===== src/b2s_pkg.sv =====
// Package for binary_to_sexagesimal_digits: payload structs, controller/datapath
// command and status structs, digit kinds and divide-by-60 constants.
// No dependencies.
package b2s_pkg;

  localparam int FRACTION_BITS_DEF       = 32;
  localparam int MAX_FRACTION_DIGITS_DEF = 16;

  localparam int INT_W      = 64;
  localparam int FRAC_IN_W  = 32;
  localparam int DIGIT_W    = 6;
  localparam int KIND_W     = 2;
  localparam int CFG_W      = 5;
  localparam logic [CFG_W-1:0] CFG_RESET = 5'd3;

  localparam int RADIX      = 60;
  localparam int INT_DIGITS = 11;
  localparam int INT_CNT_W  = $clog2(INT_DIGITS + 1);

  // Integer is divided by 60 one 16-bit chunk per cycle, MSB chunk first
  localparam int CHUNK_W     = 16;
  localparam int NUM_CHUNKS  = INT_W / CHUNK_W;
  localparam int CHUNK_CNT_W = $clog2(NUM_CHUNKS);

  // floor(2^28 / 60); exact to within one for a 22-bit dividend
  localparam int RECIP_SHIFT = 28;
  localparam int RECIP_W     = 23;
  localparam int RECIP       = (1 << RECIP_SHIFT) / RADIX;

  localparam logic [KIND_W-1:0] KIND_INT   = 2'd0;
  localparam logic [KIND_W-1:0] KIND_POINT = 2'd1;
  localparam logic [KIND_W-1:0] KIND_FRAC  = 2'd2;

  typedef struct packed {
    logic [INT_W-1:0]     integer_value;
    logic [FRAC_IN_W-1:0] fraction_value;
    logic                 has_point;
  } number_t;

  typedef struct packed {
    logic [DIGIT_W-1:0] digit;
    logic [KIND_W-1:0]  digit_kind;
    logic               last;
  } result_t;

  typedef struct packed {
    logic load;
    logic div_step;
    logic chunk_last;
    logic emit_int;
    logic emit_point;
    logic emit_frac;
  } b2s_cmd_t;

  typedef struct packed {
    logic div_done;
    logic int_last;
    logic has_point;
    logic point_last;
    logic frac_last;
  } b2s_status_t;

endpackage


===== src/binary_to_sexagesimal_digits.sv =====
// Top level of the binary to base-60 digit converter.
// Depends on b2s_pkg, b2s_ctrl and b2s_datapath.
//
// Usage:
//   A number is transferred on the edge where start is high and busy is low.
//   Digits come out on result, one per result_valid strobe, integer digits
//   most significant first, then (if has_point) the point marker, then up to
//   min(cfg, MAX_FRACTION_DIGITS) fractional digits. result.last marks the
//   final digit of a number. The receiver cannot stall: each strobe lasts one
//   cycle.
//   cfg_we/cfg_wdata write the fractional digit limit (reset value 3); write
//   it only while busy is low.
// Sequence:
//   The integer goes through the divide-by-60 unit 16 bits per cycle, one
//   integer digit per full pass; after that one digit leaves per cycle.
//   The last strobe lands in the cycle busy drops, when the next number can
//   already be taken.
// Reset (synchronous, rst high) returns the controller to idle, drops the
// strobe and sets the digit limit to 3.
module binary_to_sexagesimal_digits import b2s_pkg::*; #(
  parameter int FRACTION_BITS       = FRACTION_BITS_DEF,
  parameter int MAX_FRACTION_DIGITS = MAX_FRACTION_DIGITS_DEF
) (
  input  logic             clk,
  input  logic             rst,
  input  logic             start,
  output logic             busy,
  input  number_t          number,
  input  logic             cfg_we,
  input  logic [CFG_W-1:0] cfg_wdata,
  output logic             result_valid,
  output result_t          result
);

  b2s_cmd_t    cmd;
  b2s_status_t status;

  b2s_ctrl u_ctrl (
    .clk    (clk),
    .rst    (rst),
    .start  (start),
    .status (status),
    .busy   (busy),
    .cmd    (cmd)
  );

  b2s_datapath #(
    .FRACTION_BITS       (FRACTION_BITS),
    .MAX_FRACTION_DIGITS (MAX_FRACTION_DIGITS)
  ) u_datapath (
    .clk          (clk),
    .rst          (rst),
    .number       (number),
    .cfg_we       (cfg_we),
    .cfg_wdata    (cfg_wdata),
    .cmd          (cmd),
    .status       (status),
    .result_valid (result_valid),
    .result       (result)
  );

  // a transfer always starts a division pass
  a_start_busy: assert property (@(posedge clk) disable iff (rst)
    start && !busy |=> busy)
    else $error("busy not raised after transfer");

  // every strobe comes out of a conversion in progress
  a_valid_from_busy: assert property (@(posedge clk) disable iff (rst)
    result_valid |-> $past(busy))
    else $error("result strobe without conversion");

  // last digit coincides with the controller going idle
  a_last_idle: assert property (@(posedge clk) disable iff (rst)
    result_valid && result.last |-> !busy)
    else $error("last digit while still busy");

  // point marker carries digit 0, other digits stay below the radix
  a_digit_range: assert property (@(posedge clk) disable iff (rst)
    result_valid |-> (result.digit < 6'd60) &&
                     (result.digit_kind != KIND_POINT || result.digit == 6'd0))
    else $error("digit out of range");

endmodule


===== src/b2s_datapath.sv =====
// Datapath: integer shift register with divide-by-60 chunk unit, digit store,
// fraction times-60 unit, config register and the registered result output.
// Depends on b2s_pkg.
module b2s_datapath import b2s_pkg::*; #(
  parameter int FRACTION_BITS       = FRACTION_BITS_DEF,
  parameter int MAX_FRACTION_DIGITS = MAX_FRACTION_DIGITS_DEF
) (
  input  logic               clk,
  input  logic               rst,
  input  number_t            number,
  input  logic               cfg_we,
  input  logic [CFG_W-1:0]   cfg_wdata,
  input  b2s_cmd_t           cmd,
  output b2s_status_t        status,
  output logic               result_valid,
  output result_t            result
);

  localparam int FC_W   = $clog2(MAX_FRACTION_DIGITS + 1);
  localparam int X_W    = DIGIT_W + CHUNK_W;
  localparam int DP_W   = X_W + RECIP_W;
  localparam int FP_W   = FRACTION_BITS + DIGIT_W;
  localparam int FX_W   = (FRACTION_BITS > FRAC_IN_W) ? FRACTION_BITS : FRAC_IN_W;
  localparam int IDX_W  = $clog2(INT_DIGITS);

  logic [INT_W-1:0]         shreg;
  logic [DIGIT_W-1:0]       rem;
  logic [INT_CNT_W-1:0]     int_cnt;
  logic [FRACTION_BITS-1:0] frac;
  logic [FC_W-1:0]          fcnt;
  logic                     has_point;
  logic [CFG_W-1:0]         cfg_reg;
  logic [DIGIT_W-1:0]       store [INT_DIGITS];

  // divide-by-60 of one chunk
  logic [X_W-1:0]     div_x;
  logic [DP_W-1:0]    div_prod;
  logic [CHUNK_W-1:0] q_est;
  logic [X_W-1:0]     q_ext;
  logic [X_W-1:0]     r_full;
  logic [DIGIT_W:0]   r_est;
  logic               r_fix;
  logic [CHUNK_W-1:0] q_chunk;
  logic [DIGIT_W-1:0] r_dig;
  logic [INT_W-1:0]   shreg_next;

  // fraction times 60
  logic [FP_W-1:0]          fprod;
  logic [DIGIT_W-1:0]       f_dig;
  logic [FRACTION_BITS-1:0] f_rem;
  logic [FX_W-1:0]          frac_in;

  logic [FC_W-1:0]    limit;
  logic [IDX_W-1:0]   rd_idx;
  logic [IDX_W-1:0]   wr_idx;

  assign div_x    = {rem, shreg[INT_W-1 -: CHUNK_W]};
  assign div_prod = DP_W'(div_x) * DP_W'(RECIP);
  assign q_est    = div_prod[RECIP_SHIFT +: CHUNK_W];
  assign q_ext    = X_W'(q_est);
  assign r_full   = div_x - ((q_ext << 6) - (q_ext << 2));
  assign r_est    = r_full[DIGIT_W:0];
  assign r_fix    = (r_est >= (DIGIT_W+1)'(RADIX));
  assign q_chunk  = r_fix ? q_est + CHUNK_W'(1) : q_est;
  assign r_dig    = r_fix ? DIGIT_W'(r_est - (DIGIT_W+1)'(RADIX)) : r_est[DIGIT_W-1:0];
  assign shreg_next = {shreg[INT_W-CHUNK_W-1:0], q_chunk};

  assign fprod = (FP_W'(frac) << 6) - (FP_W'(frac) << 2);
  assign f_dig = fprod[FP_W-1 -: DIGIT_W];
  assign f_rem = fprod[FRACTION_BITS-1:0];
  assign frac_in = FX_W'(number.fraction_value);

  assign limit  = (int'(cfg_reg) > MAX_FRACTION_DIGITS) ? FC_W'(MAX_FRACTION_DIGITS)
                                                        : FC_W'(cfg_reg);
  assign rd_idx = IDX_W'(int_cnt - INT_CNT_W'(1));
  assign wr_idx = IDX_W'(int_cnt);

  assign status.div_done   = (shreg_next == '0) ||
                             (int_cnt == INT_CNT_W'(INT_DIGITS - 1));
  assign status.int_last   = (int_cnt == INT_CNT_W'(1));
  assign status.has_point  = has_point;
  assign status.point_last = (frac == '0) || (limit == '0);
  assign status.frac_last  = (f_rem == '0) ||
                             ({1'b0, fcnt} + (FC_W+1)'(1) == {1'b0, limit});

  always_ff @(posedge clk) begin
    if (rst) begin
      cfg_reg <= CFG_RESET;
    end else if (cfg_we) begin
      cfg_reg <= cfg_wdata;
    end
  end

  always_ff @(posedge clk) begin
    if (rst) begin
      int_cnt <= '0;
      fcnt    <= '0;
      rem     <= '0;
    end else if (cmd.load) begin
      shreg     <= number.integer_value;
      frac      <= frac_in[FRACTION_BITS-1:0];
      has_point <= number.has_point;
      int_cnt   <= '0;
      fcnt      <= '0;
      rem       <= '0;
    end else if (cmd.div_step) begin
      shreg <= shreg_next;
      if (cmd.chunk_last) begin
        // remainder of the full 64-bit division is the next digit
        store[wr_idx] <= r_dig;
        int_cnt       <= int_cnt + INT_CNT_W'(1);
        rem           <= '0;
      end else begin
        rem <= r_dig;
      end
    end else if (cmd.emit_int) begin
      int_cnt <= int_cnt - INT_CNT_W'(1);
    end else if (cmd.emit_frac) begin
      frac <= f_rem;
      fcnt <= fcnt + FC_W'(1);
    end
  end

  always_ff @(posedge clk) begin
    if (rst) begin
      result_valid <= 1'b0;
    end else begin
      result_valid <= cmd.emit_int | cmd.emit_point | cmd.emit_frac;
    end
  end

  always_ff @(posedge clk) begin
    if (cmd.emit_int) begin
      result.digit      <= store[rd_idx];
      result.digit_kind <= KIND_INT;
      result.last       <= status.int_last & ~has_point;
    end else if (cmd.emit_point) begin
      result.digit      <= '0;
      result.digit_kind <= KIND_POINT;
      result.last       <= status.point_last;
    end else if (cmd.emit_frac) begin
      result.digit      <= f_dig;
      result.digit_kind <= KIND_FRAC;
      result.last       <= status.frac_last;
    end
  end

endmodule


===== src/b2s_ctrl.sv =====
// Controller: sequences load, chunked divide, integer digit readout, point
// marker and fractional digits. Drives commands to b2s_datapath.
// Depends on b2s_pkg.
module b2s_ctrl import b2s_pkg::*; (
  input  logic        clk,
  input  logic        rst,
  input  logic        start,
  input  b2s_status_t status,
  output logic        busy,
  output b2s_cmd_t    cmd
);

  localparam logic [2:0] S_IDLE  = 3'd0;
  localparam logic [2:0] S_DIV   = 3'd1;
  localparam logic [2:0] S_INT   = 3'd2;
  localparam logic [2:0] S_POINT = 3'd3;
  localparam logic [2:0] S_FRAC  = 3'd4;

  logic [2:0]             state;
  logic [2:0]             state_next;
  logic [CHUNK_CNT_W-1:0] chunk;
  logic [CHUNK_CNT_W-1:0] chunk_next;

  assign busy = (state != S_IDLE);

  always_comb begin
    state_next = state;
    chunk_next = chunk;
    cmd        = '0;
    case (state)
      S_IDLE: begin
        if (start) begin
          cmd.load   = 1'b1;
          chunk_next = '0;
          state_next = S_DIV;
        end
      end
      S_DIV: begin
        cmd.div_step   = 1'b1;
        cmd.chunk_last = (chunk == CHUNK_CNT_W'(NUM_CHUNKS - 1));
        chunk_next     = chunk + CHUNK_CNT_W'(1);
        if (cmd.chunk_last && status.div_done) begin
          state_next = S_INT;
        end
      end
      S_INT: begin
        cmd.emit_int = 1'b1;
        if (status.int_last) begin
          state_next = status.has_point ? S_POINT : S_IDLE;
        end
      end
      S_POINT: begin
        cmd.emit_point = 1'b1;
        state_next     = status.point_last ? S_IDLE : S_FRAC;
      end
      S_FRAC: begin
        cmd.emit_frac = 1'b1;
        if (status.frac_last) begin
          state_next = S_IDLE;
        end
      end
      default: begin
        state_next = S_IDLE;
      end
    endcase
  end

  always_ff @(posedge clk) begin
    if (rst) begin
      state <= S_IDLE;
      chunk <= '0;
    end else begin
      state <= state_next;
      chunk <= chunk_next;
    end
  end

endmodule

===== config.mk =====
export PLATFORM = sky130hd
export DESIGN_NAME = binary_to_sexagesimal_digits
export DESIGN_NICKNAME = d
export VERILOG_FILES = /design/src/b2s_pkg.sv /design/src/binary_to_sexagesimal_digits.sv /design/src/b2s_datapath.sv /design/src/b2s_ctrl.sv
export SDC_FILE = /design/constraint.sdc
export NUM_CORES = 1
export LEC_CHECK = 0
export ABC_AREA = 1
export BUFFER_PORTS_ARGS = -buffer_cell sky130_fd_sc_hd__buf_2
export CORE_AREA = 2 2 167 169
export DETAILED_ROUTE_END_ITERATION = 10
export DIE_AREA = 0 0 169 171
export PLACE_DENSITY_LB_ADDON = 0.12
export SYNTH_ARGS = -nofsm -noshare
export SYNTH_HDL_FRONTEND = slang
export SYNTH_SLANG_ARGS = --single-unit

===== constraint.sdc =====
create_clock -name clk -period 7.86 [get_ports clk]
set_input_delay 1.572 -clock clk [delete_from_list [all_inputs] [get_ports clk]]
set_output_delay 1.572 -clock clk [all_outputs]
set_load 0.01 [all_outputs]

==> metrics.yaml, run 1 <==
grt:
  grtUsageTotal: 0.316
  grt_use_met1: 0.405
  grt_pass1_vias: 14100
  antenna_found_initial: 0
  grt_pass1_wl_microns: 70800
  overflow: 0
  met2_usage: 0.558
  grt.busiest_layer: "met2"
  globalRouteMet3Util: 0.0324
  grt_max_degree: 112
logic_synthesis:
  syn_nets: 2517
  async_reset_ff_frac: 0
  syn_inst: 2165
  ys_ff_latch: 198
  yosysWarnings: 0
  ys.flop_type: "edfxtp_1"
  synth_edf_count: 170
  syn_area_sq_um: 16800
  seq_area_frac_synth: 0.336
  synth_cell_type_count: 49
  syn-mean-instance-area_sq_um: 7.78
place:
  dp_hpwl_microns: 36400
  gp_congestion: 1.02
  dp_cells: 2604
  port_buffers: 116
hold_path:
  holdPathStages: 1
  hold_end: "u_ctrl.chunk[0]"
  min_from: "u_ctrl.chunk[0]"
  hold_path_class: "reg -> reg"
job:
  cap_violations: 0
sta:
  finalHoldViolCount: 0
  fin_skew_ns: 0.0163
  finalSetupViolCount: 0
  maxSlewHeadroom: 0.249
  max_freq_ghz: 0.134
  worstMarginPinSlew_ns: 1.12
  drv_slew: 0
  min_period_ns: 7.47
  finalCritPeriodShare: 0.951
worst_setup_path:
  critPathMaxStageDelay_ns: 0.57
  end_kind: "flop"
  required_ns: 8.19
  crit_fanout: 7
  crit_top_cell: "nand2_1"
  crit_type: "reg -> reg"
  r2r_setup_slack_ns: 0.39
  cpMaxStageDelayCell: "fa_2"
  reg2reg_from: "u_datapath.shreg[50]"
  crit_arrival_ns: 7.80
  start_kind: "flop"
  r2r_end: "u_ctrl.state[0]"
  worst_r2r_path_depth: 41
clock_network:
  clock-sinks: 198
  cts_hold_buffers: 0
  clock_path_buffers: 2
  cts_tree: "yes"
  clk_latency_ns: 0.46
  htree_levels: 4
  root_buffer: "clkbuf_16"
  clk_pin_slew_worst_paths_ns: 0.07
  cts_made_buffers: 17
route:
  drt_iter0_drc: 1082
  viasPerCell: 5.53
  drc_errors: 0
  routed_wl_microns: 45400
  vias: 14600
  avgRoutedWirePerCell_microns: 17.2
  ant_nets: 0
  drt-pass1-iter-count: 5
cells_and_area:
  drive_above_1_share: 0.117
  reg_top3: "u_datapath.store: 66 flops, u_datapath.shreg: 64 flops, u_datapath.frac: 32 flops"
  area_growth_pct: 11.0
  largest_reg_flops: 66
  largest_register: "u_datapath.store"
  layout.cells.non_filler: 2645
  final_nets: 2638
  antenna_cells: 0
status:
  status: "finished, final reports clean"
floorplanning:
  die_area_sq_um: 28900
  core_region_area_sq_um: 27300
  initial_core_util: 0.616
  ioPinCount: 117
  rows: 61
  chipHeight_microns: 171
  fp.dieW_microns: 169
cell families after synthesis:
family	Yosys count	share of synthesized area
and+or+nand+nor	1018	0.258
adders and majority gates	246	0.205
AOI/OAI and AO/OA	250	0.0832
buffers and inverters	401	0.0903
DFF	198	0.336
xor gates and xnor gates	52	0.0270
layer usage:
| layer | wire length [microns] | vias to the layer above |
|---|---|---|
| li1 | - | 7295 |
| met1 | 19200 | 6760 |
| met2 | 22500 | 463 |
| met3 | 2130 | 98 |
| met4 | 1520 | 0 |
| met5 | 0 | - |
cell usage in the layout (no fill, tap or decap), types with 9 or more instances in the layout:
cell | netlist | final
nand2_1 | 633 | 627
inv_1 | 356 | 351
ha_1 | 195 | 186
edfxtp_1 | 170 | 170
nor2_1 | 155 | 149
buf_2 | 0 | 116
o21ai_0 | 106 | 106
nand3_1 | 92 | 88
a21oi_1 | 88 | 86
fa_1 | 51 | 49
xor2_1 | 33 | 32
nand4_1 | 31 | 31
dfxtp_1 | 28 | 28
nor3_1 | 28 | 27
nand2_2 | 20 | 25
buf_4 | 0 | 24
xnor2_1 | 19 | 19
clkbuf_16 | 0 | 17
nor4_1 | 16 | 16
a31oi_1 | 15 | 15
o221ai_1 | 12 | 12
inv_2 | 4 | 9
nor2_2 | 7 | 9
nor2_4 | 5 | 9
worst max-delay path: cells and delay by family (launching register included):
| family | cells | cell delay, ns |
|---|---|---|
| fa+ha+maj | 8 | 3.36 |
| buf+inv | 7 | 0.62 |
| simple gates | 23 | 2.49 |
| flops | 1 | 0.44 |
| compound gates | 3 | 0.43 |
area by class of cell:
cell class | instances | area (sq um)
Multi-Input combinational cell | 1566 | 9870
Clock inverter | 15 | 175
Inverter | 362 | 1360
Tap cell | 346 | 433
Clock buffer | 17 | 425
Timing Repair Buffer | 141 | 772
Fill cell | 2363 | 8620
Sequential cell | 198 | 5670
per-stage QoR:
| step | hold WS (ns) | setup WS [ns] | instance area (sq um) | setup TNS, ns | utilization |
|---|---|---|---|---|---|
| global route | 0.488 | -0.0352 | 18700 | -0.0642 | 0.684 |
| global placement | 0.446 | 0.199 | 17800 | 0 | 0.653 |
| CTS | 0.469 | 0.0667 | 18500 | 0 | 0.676 |
| detailed placement | 0.455 | -0.0670 | 17800 | -0.134 | 0.653 |
| finish | 0.466 | 0.387 | 18700 | 0 | 0.684 |
| floorplan | 0.433 | 0.761 | 16800 | 0 | - |
cells in the mapped netlist (all sizes together), types with 7 or more instances:
| cell | number | area share |
|---|---|---|
| a21oi | 89 | 0.027 |
| a31oi | 15 | 0.0056 |
| and2 | 7 | 0.0027 |
| clkbuf | 36 | 0.0080 |
| dfxtp | 28 | 0.033 |
| edfxtp | 170 | 0.30 |
| fa | 51 | 0.061 |
| ha | 195 | 0.14 |
| inv | 360 | 0.080 |
| nand2 | 655 | 0.15 |
| nand3 | 97 | 0.031 |
| nand4 | 33 | 0.014 |
| nor2 | 167 | 0.040 |
| nor3 | 29 | 0.0089 |
| nor4 | 16 | 0.0059 |
| o21ai | 108 | 0.033 |
| o21bai | 9 | 0.0042 |
| o221ai | 12 | 0.0062 |
| or2 | 7 | 0.0026 |
| xnor2 | 19 | 0.0099 |
| xor2 | 33 | 0.017 |
worst max-delay path by stage:
| stage | from | endpoint | depth (start not counted) |
|---|---|---|---|
| after floorplan | u_datapath.shreg[49] | u_ctrl.state[0] | 39 |
| after global placement | u_datapath.shreg[50] | u_ctrl.state[0] | 43 |
| after detailed placement | u_datapath.shreg[50] | u_ctrl.state[0] | 42 |
| after CTS | u_datapath.shreg[50] | u_ctrl.state[1] | 38 |
| after global routing | u_datapath.shreg[50] | u_ctrl.state[1] | 38 |
| final | u_datapath.shreg[50] | u_ctrl.state[0] | 41 |
what timing repair did:
item	4_1_cts	5_1_grt
buffers inserted	3	6
setup endpoints to repair	2	40
resized for setup	1	37
pin swaps	1	10
Power of run 1 is left out: the tool's default activity adds up to more than one toggle a clock period on the data nets, which glitch-free logic cannot reach.
==> inputs of run 2 (changes only) <==
--- a/config.mk
+++ b/config.mk
@@ -10,7 +10,7 @@
 export CORE_AREA = 2 2 167 169
 export DETAILED_ROUTE_END_ITERATION = 10
 export DIE_AREA = 0 0 169 171
-export PLACE_DENSITY_LB_ADDON = 0.12
+export PLACE_DENSITY = 0.82
 export SYNTH_ARGS = -nofsm -noshare
 export SYNTH_HDL_FRONTEND = slang
 export SYNTH_SLANG_ARGS = --single-unit
==> constraint.sdc (replaced) <==
create_clock -name clk -period 7.86 [get_ports clk]
set_input_delay 0.786 -clock clk [delete_from_list [all_inputs] [get_ports clk]]
set_output_delay 0.786 -clock clk [all_outputs]
set_load 0.01 [all_outputs]
==> metrics.yaml, run 2 (synthesis results as in run 1) <==
status:
  status: "finished, final reports clean"
sta:
  drv_slew: 0  # unchanged
  min_period_ns: 7.55  # +0.0804 ns
  max_freq_ghz: 0.132  # -1.1%
  maxSlewHeadroom: 0.296  # +0.0472
  worstMarginPinSlew_ns: 1.05  # -0.0706 ns
  fin_skew_ns: 0.0187  # +0.00240 ns
  finalCritPeriodShare: 0.961  # +0.0102
  finalSetupViolCount: 0  # unchanged
  finalHoldViolCount: 0  # unchanged
worst_setup_path:
  crit_fanout: 12  # +5
  crit_arrival_ns: 7.92  # +0.12 ns
  crit_type: "reg -> reg"
  cpMaxStageDelayCell: "fa_1"
  end_kind: "flop"
  required_ns: 8.22  # +0.03 ns
  worst_r2r_path_depth: 39  # -4.9%
  critPathMaxStageDelay_ns: 0.62  # +0.05 ns
  crit_top_cell: "inv_1"
  start_kind: "flop"
cells_and_area:
  fin_util: 0.690  # +0.00577
  largest_register: "u_datapath.store"
  final_nets: 2642  # +0.15%
  antenna_cells: 0  # unchanged
  largest_reg_flops: 66  # unchanged
  area_growth_pct: 12.0
  layout_common_cells: "nand2_1, inv_1, ha_1"
  final_common_cell: "nand2_1"
  reg_top3: "u_datapath.store: 66 flops, u_datapath.shreg: 64 flops, u_datapath.frac: 32 flops"
  drive_above_1_share: 0.119  # +0.00284
  n_fill_cell: 2198  # -7.0%
grt:
  grt_use_met1: 0.392  # -0.0126
  grt_pass1_vias: 14500  # +3.3%
  overflow: 0  # unchanged
  antenna_found_initial: 0  # unchanged
  globalRouteMet3Util: 0.0359  # +0.00347
  met2_usage: 0.546  # -0.0119
  grtUsageTotal: 0.313  # -0.00264
  grt.busiest_layer: "met2"
  grt_pass1_wl_microns: 71300  # +0.67%
  grt_max_degree: 112  # unchanged
clock_network:
  cts_tree: "yes"
  htree_levels: 4  # unchanged
  clk_pin_slew_worst_paths_ns: 0.09  # +0.02 ns
  clock-sinks: 198  # unchanged
  clk_latency_ns: 0.45  # about the same
  cts_hold_buffers: 0  # unchanged
  clock_path_buffers: 2  # unchanged
  root_buffer: "clkbuf_16"
  cts_made_buffers: 17  # unchanged
hold_path:
  holdPathStages: 2  # +1
  hold_path_class: "reg -> reg"
route:
  ant_nets: 0  # unchanged
  drt-pass1-iter-count: 7  # +2
  drc_errors: 0  # unchanged
  drt_iter0_drc: 1262  # +17%
  routed_wl_microns: 45600  # +0.43%
  viasPerCell: 5.63  # +1.9%
  avgRoutedWirePerCell_microns: 17.2  # +0.28%
  vias: 14900  # +2.0%
floorplanning:
  die_area_sq_um: 28900  # unchanged
  fp.dieW_microns: 169  # unchanged
  core_region_area_sq_um: 27300  # unchanged
  chipHeight_microns: 171  # unchanged
  ioPinCount: 117  # unchanged
  rows: 61  # unchanged
  initial_core_util: 0.616  # unchanged
place:
  dp_hpwl_microns: 35400  # -2.5%
  gp_congestion: 0.931  # -8.3%
  port_buffers: 116  # unchanged
job:
  cap_violations: 0  # unchanged
-- run 2: area by class of cell --
class	instances	area [sq um]	area share
Inverter	362	1360	0.0721
Clock inverter	15	236	0.0125
Clock buffer	17	425	0.0226
Multi-Input combinational cell	1567	9950	0.528
Tap cell	346	433	0.0230
Sequential cell	198	5670	0.300
Timing Repair Buffer	144	791	0.0419
-- run 2: metrics by stage --
stage / cell area [sq um] / hold WS, ns / setup slack, ns / cells / setup TNS (ns)
2_1_floorplan: 16800 / 0.433 / 0.761 / 2165 / 0
3_3_place_gp: 17900 / 0.425 / 0.153 / 2606 / 0
3_5_place_dp: 17900 / 0.439 / -0.0453 / 2606 / -0.0566
6_report: 18900 / 0.456 / 0.307 / 2649 / 0
4_1_cts: 18600 / 0.457 / 0.0313 / 2645 / 0
5_1_grt: 18900 / 0.492 / -0.108 / 2649 / -0.585
-- run 2: worst max-delay path: cells and delay by family (launching register included) --
kind | cells | cell delay [ns]
xor+xnor | 1 | 0.23
buf+inv | 11 | 1.09
simple gates | 15 | 1.75
fa+ha+maj | 9 | 3.51
compound gates | 3 | 0.38
flops | 1 | 0.46
-- run 2: worst paths after layout --
check,from,end,slack (ns)
worst max-delay path,u_datapath.shreg[50],u_datapath.rem[4],0.31
worst max register to register,u_datapath.shreg[50],u_datapath.rem[4],0.31
worst min register to register,u_datapath.result[2],u_datapath.result[2],0.46
worst min-delay path,u_datapath.result[2],u_datapath.result[2],0.46
-- run 2: routing by layer --
layer	vias up	part of all wire	wire length, microns
met4	0	0.049	2220
li1	7307	-	-
met3	144	0.054	2450
met2	577	0.49	22300
met1	6885	0.41	18600
met5	-	0	0
-- run 2: repair_timing --
action | in CTS | in global routing
buffers inserted | 6 | 4
cloned | 1 | 0
gates resized for setup | 3 | 42
pin swaps | 1 | 5
hold endpoints to repair | 0 | 0
endpoints found under the setup margin | 3 | 55
Power of run 2 is left out for the same reason.
==> inputs of run 3 (changes only) <==
--- a/config.mk
+++ b/config.mk
@@ -5,12 +5,12 @@
 export SDC_FILE = /design/constraint.sdc
 export NUM_CORES = 1
 export LEC_CHECK = 0
-export ABC_AREA = 1
+export ABC_AREA = 0
 export BUFFER_PORTS_ARGS = -buffer_cell sky130_fd_sc_hd__buf_2
-export CORE_AREA = 2 2 167 169
+export CORE_AREA = 2 2 164 166
 export DETAILED_ROUTE_END_ITERATION = 10
-export DIE_AREA = 0 0 169 171
-export PLACE_DENSITY = 0.82
+export DIE_AREA = 0 0 166 168
+export PLACE_DENSITY = 0.81
 export SYNTH_ARGS = -nofsm -noshare
 export SYNTH_HDL_FRONTEND = slang
 export SYNTH_SLANG_ARGS = --single-unit
==> metrics.yaml, run 3 <==
logic_synthesis:
  yosys.area.top_type_share: 0.319  # +0.0162
  synth_area_leaders: "edfxtp_1, ha_1, nand2_1"
  yosysWarnings: 0  # unchanged
  syn-mean-instance-area_sq_um: 9.55  # +23%
  synth_edf_count: 170  # unchanged
  syn_nets: 2026  # -20%
  syn_area_sq_um: 16000  # -5.1%
  seq_area_frac_synth: 0.354  # +0.0180
  ys.flop_type: "edfxtp_1"
  ys_ff_latch: 198  # unchanged
  synth_top_area_cell: "edfxtp_1"
  async_reset_ff_frac: 0  # unchanged
  syn_inst: 1674  # -23%
  synth_common_cells: "nand2_1, ha_1, inv_1"
  synth_cell_type_count: 85  # +73%
  post-synth-top-count-cell: "nand2_1"
route:
  drt_iter0_drc: 1662  # +32%
  viasPerCell: 6.17  # +9.6%
  drc_errors: 0  # unchanged
  vias: 14000  # -6.0%
  ant_nets: 0  # unchanged
  routed_wl_microns: 46500  # +2.0%
  drt-pass1-iter-count: 6  # -1
  avgRoutedWirePerCell_microns: 20.5  # +19%
status:
  status: "finished, violations left"
  violations: "setup timing"
cells_and_area:
  largest_reg_flops: 66  # unchanged
  layout.cells.non_filler: 2272  # -14%
  drive_above_1_share: 0.235  # +0.116
  multiInputGateArea_sq_um: 10300  # +3.1%
  seqCellArea_sq_um: 5670  # unchanged
  layout_common_cells: "nand2_1, edfxtp_1, inv_1"
  final_common_cell: "nand2_1"
  largest_register: "u_datapath.store"
  n_fill_cell: 1784  # -19%
  reg_top3: "u_datapath.store: 66 flops, u_datapath.shreg: 64 flops, u_datapath.frac: 32 flops"
  final_nets: 2269  # -14%
  area_growth_pct: 22.0
floorplanning:
  rows: 60  # -1.6%
  fp.dieW_microns: 166  # -1.8%
  ioPinCount: 117  # unchanged
  initial_core_util: 0.607  # -0.00966
  die_area_sq_um: 27900  # -3.5%
  chipHeight_microns: 168  # -1.8%
  core_region_area_sq_um: 26400  # -3.6%
place:
  dp_hpwl_microns: 33100  # -6.6%
  gp_congestion: 1.01  # +8.4%
  port_buffers: 116  # unchanged
  dp_cells: 2175  # -17%
grt:
  grt_max_degree: 105  # -6.3%
  grt.busiest_layer: "met2"
  grt_pass1_vias: 13400  # -7.6%
  overflow: 0  # unchanged
  grt_use_met1: 0.396  # +0.00431
  antenna_found_initial: 1  # +1
  globalRouteMet3Util: 0.0498  # +0.0140
  grt_pass1_wl_microns: 69300  # -2.9%
  met2_usage: 0.542  # -0.00331
  grtUsageTotal: 0.315  # +0.00200
sta:
  fin_skew_ns: 0.0194  # +0.000705 ns
  setup_slack_ns: -0.282  # -0.588 ns
  worstMarginPinSlew_ns: 1.01  # -0.0409 ns
  drv_slew: 0  # unchanged
  max_freq_ghz: 0.123  # -7.2%
  finalSetupViolCount: 3  # +3
  finalCritPeriodShare: 1.04  # +0.0748
  maxSlewHeadroom: 0.325  # +0.0289
  finalSetupTns_ns: -0.457  # -0.457 ns
  min_period_ns: 8.14  # +0.588 ns
  finalHoldViolCount: 0  # unchanged
  rsz0062_at_grt: "true"
hold_path:
  hold_path_class: "in -> reg"
  holdPathStages: 1  # -1
  min_from: "number[0]"
  hold_end: "u_datapath.has_point"
worst_setup_path:
  reg2reg_from: "u_datapath.shreg[53]"
  crit_arrival_ns: 8.49  # +0.57 ns
  worst_r2r_path_depth: 34  # -13%
  crit_fanout: 5  # -7
  r2r_end: "u_ctrl.state[0]"
  critPathMaxStageDelay_ns: 0.60  # -0.02 ns
  cpMaxStageDelayCell: "fa_1"
  end_kind: "flop"
  crit_top_cell: "ha_4"
  required_ns: 8.21  # about the same
  start_kind: "flop"
  r2r_setup_slack_ns: -0.28  # -0.59 ns
  crit_type: "reg -> reg"
clock_network:
  cts_hold_buffers: 0  # unchanged
  cts_made_buffers: 17  # unchanged
  clk_latency_ns: 0.47  # +0.02 ns
  clock-sinks: 198  # unchanged
  cts_tree: "yes"
  clock_path_buffers: 2  # unchanged
  clk_pin_slew_worst_paths_ns: 0.09  # about the same
  htree_levels: 4  # unchanged
  root_buffer: "clkbuf_16"
job:
  cap_violations: 0  # unchanged
-- run 3: per-stage QoR --
step	hold WS (ns)	util	setup WS [ns]	cell area [sq um]
floorplan	0.452	-	0.00191	16100
global placement	0.456	0.671	-0.0625	17700
detailed placement	0.476	0.671	-0.297	17700
CTS	0.487	0.724	0.000884	19100
global route	0.487	0.740	-0.470	19500
finish	0.489	0.740	-0.282	19500
-- run 3: repair_timing --
action / 4_1_cts / 5_1_grt
hold endpoints to repair: 0 / 0
endpoints found under the setup margin: 6 / 24
buffers inserted: 49 / 19
resized for setup: 58 / 65
pin swaps: 53 / 65
-- run 3: cell families after synthesis --
kind of cell	share of synthesized area
AND/OR/NAND/NOR	0.162
flip-flops	0.354
buffers and inverters	0.0534
XOR/XNOR	0.0447
AO/OA/AOI/OAI	0.134
multiplexers	0.0352
adder cells (fa/ha/maj)	0.217
-- run 3: worst max-delay path by stage --
stage                    startpoint  cells past startpoint  slack, ns               to
2_1_floorplan  u_datapath.shreg[49]                     28      0.002  u_ctrl.state[0]
6_report       u_datapath.shreg[53]                     34      -0.28  u_ctrl.state[0]
3_5_place_dp   u_datapath.shreg[50]                     31      -0.30  u_ctrl.state[0]
5_1_grt        u_datapath.shreg[53]                     34      -0.47  u_ctrl.state[0]
4_1_cts        u_datapath.shreg[54]                     34     0.0009  u_ctrl.state[1]
3_3_place_gp   u_datapath.shreg[51]                     31      -0.06  u_ctrl.state[0]
-- run 3: area by class of cell --
type	instances	area share
multi-input cells	1251	0.526
flip-flops and latches	198	0.290
repair buffers	275	0.0944
inverters	174	0.0339
well taps	341	0.0219
clock buffers	17	0.0218
clock inverters	15	0.0119
diodes	1	0.000128
-- run 3: critical path, delay by kind of cell (launching register included) --
family | cells | cell delay (ns)
flip-flops | 1 | 0.48
buffers and inverters | 8 | 0.75
AND/OR/NAND/NOR | 7 | 1.48
AO/OA/AOI/OAI | 7 | 1.14
adder cells (fa/ha/maj) | 10 | 3.72
multiplexers | 1 | 0.31
XOR/XNOR | 1 | 0.15
-- run 3: metal layers --
layer | wire length, microns | share of wire | vias up
met3 | 3580 | 0.077 | 166
met4 | 2350 | 0.051 | 0
met2 | 22600 | 0.49 | 742
met1 | 17900 | 0.39 | 6675
li1 | - | - | 6441
met5 | 0 | 0 | -
Power of run 3 is left out for the same reason.
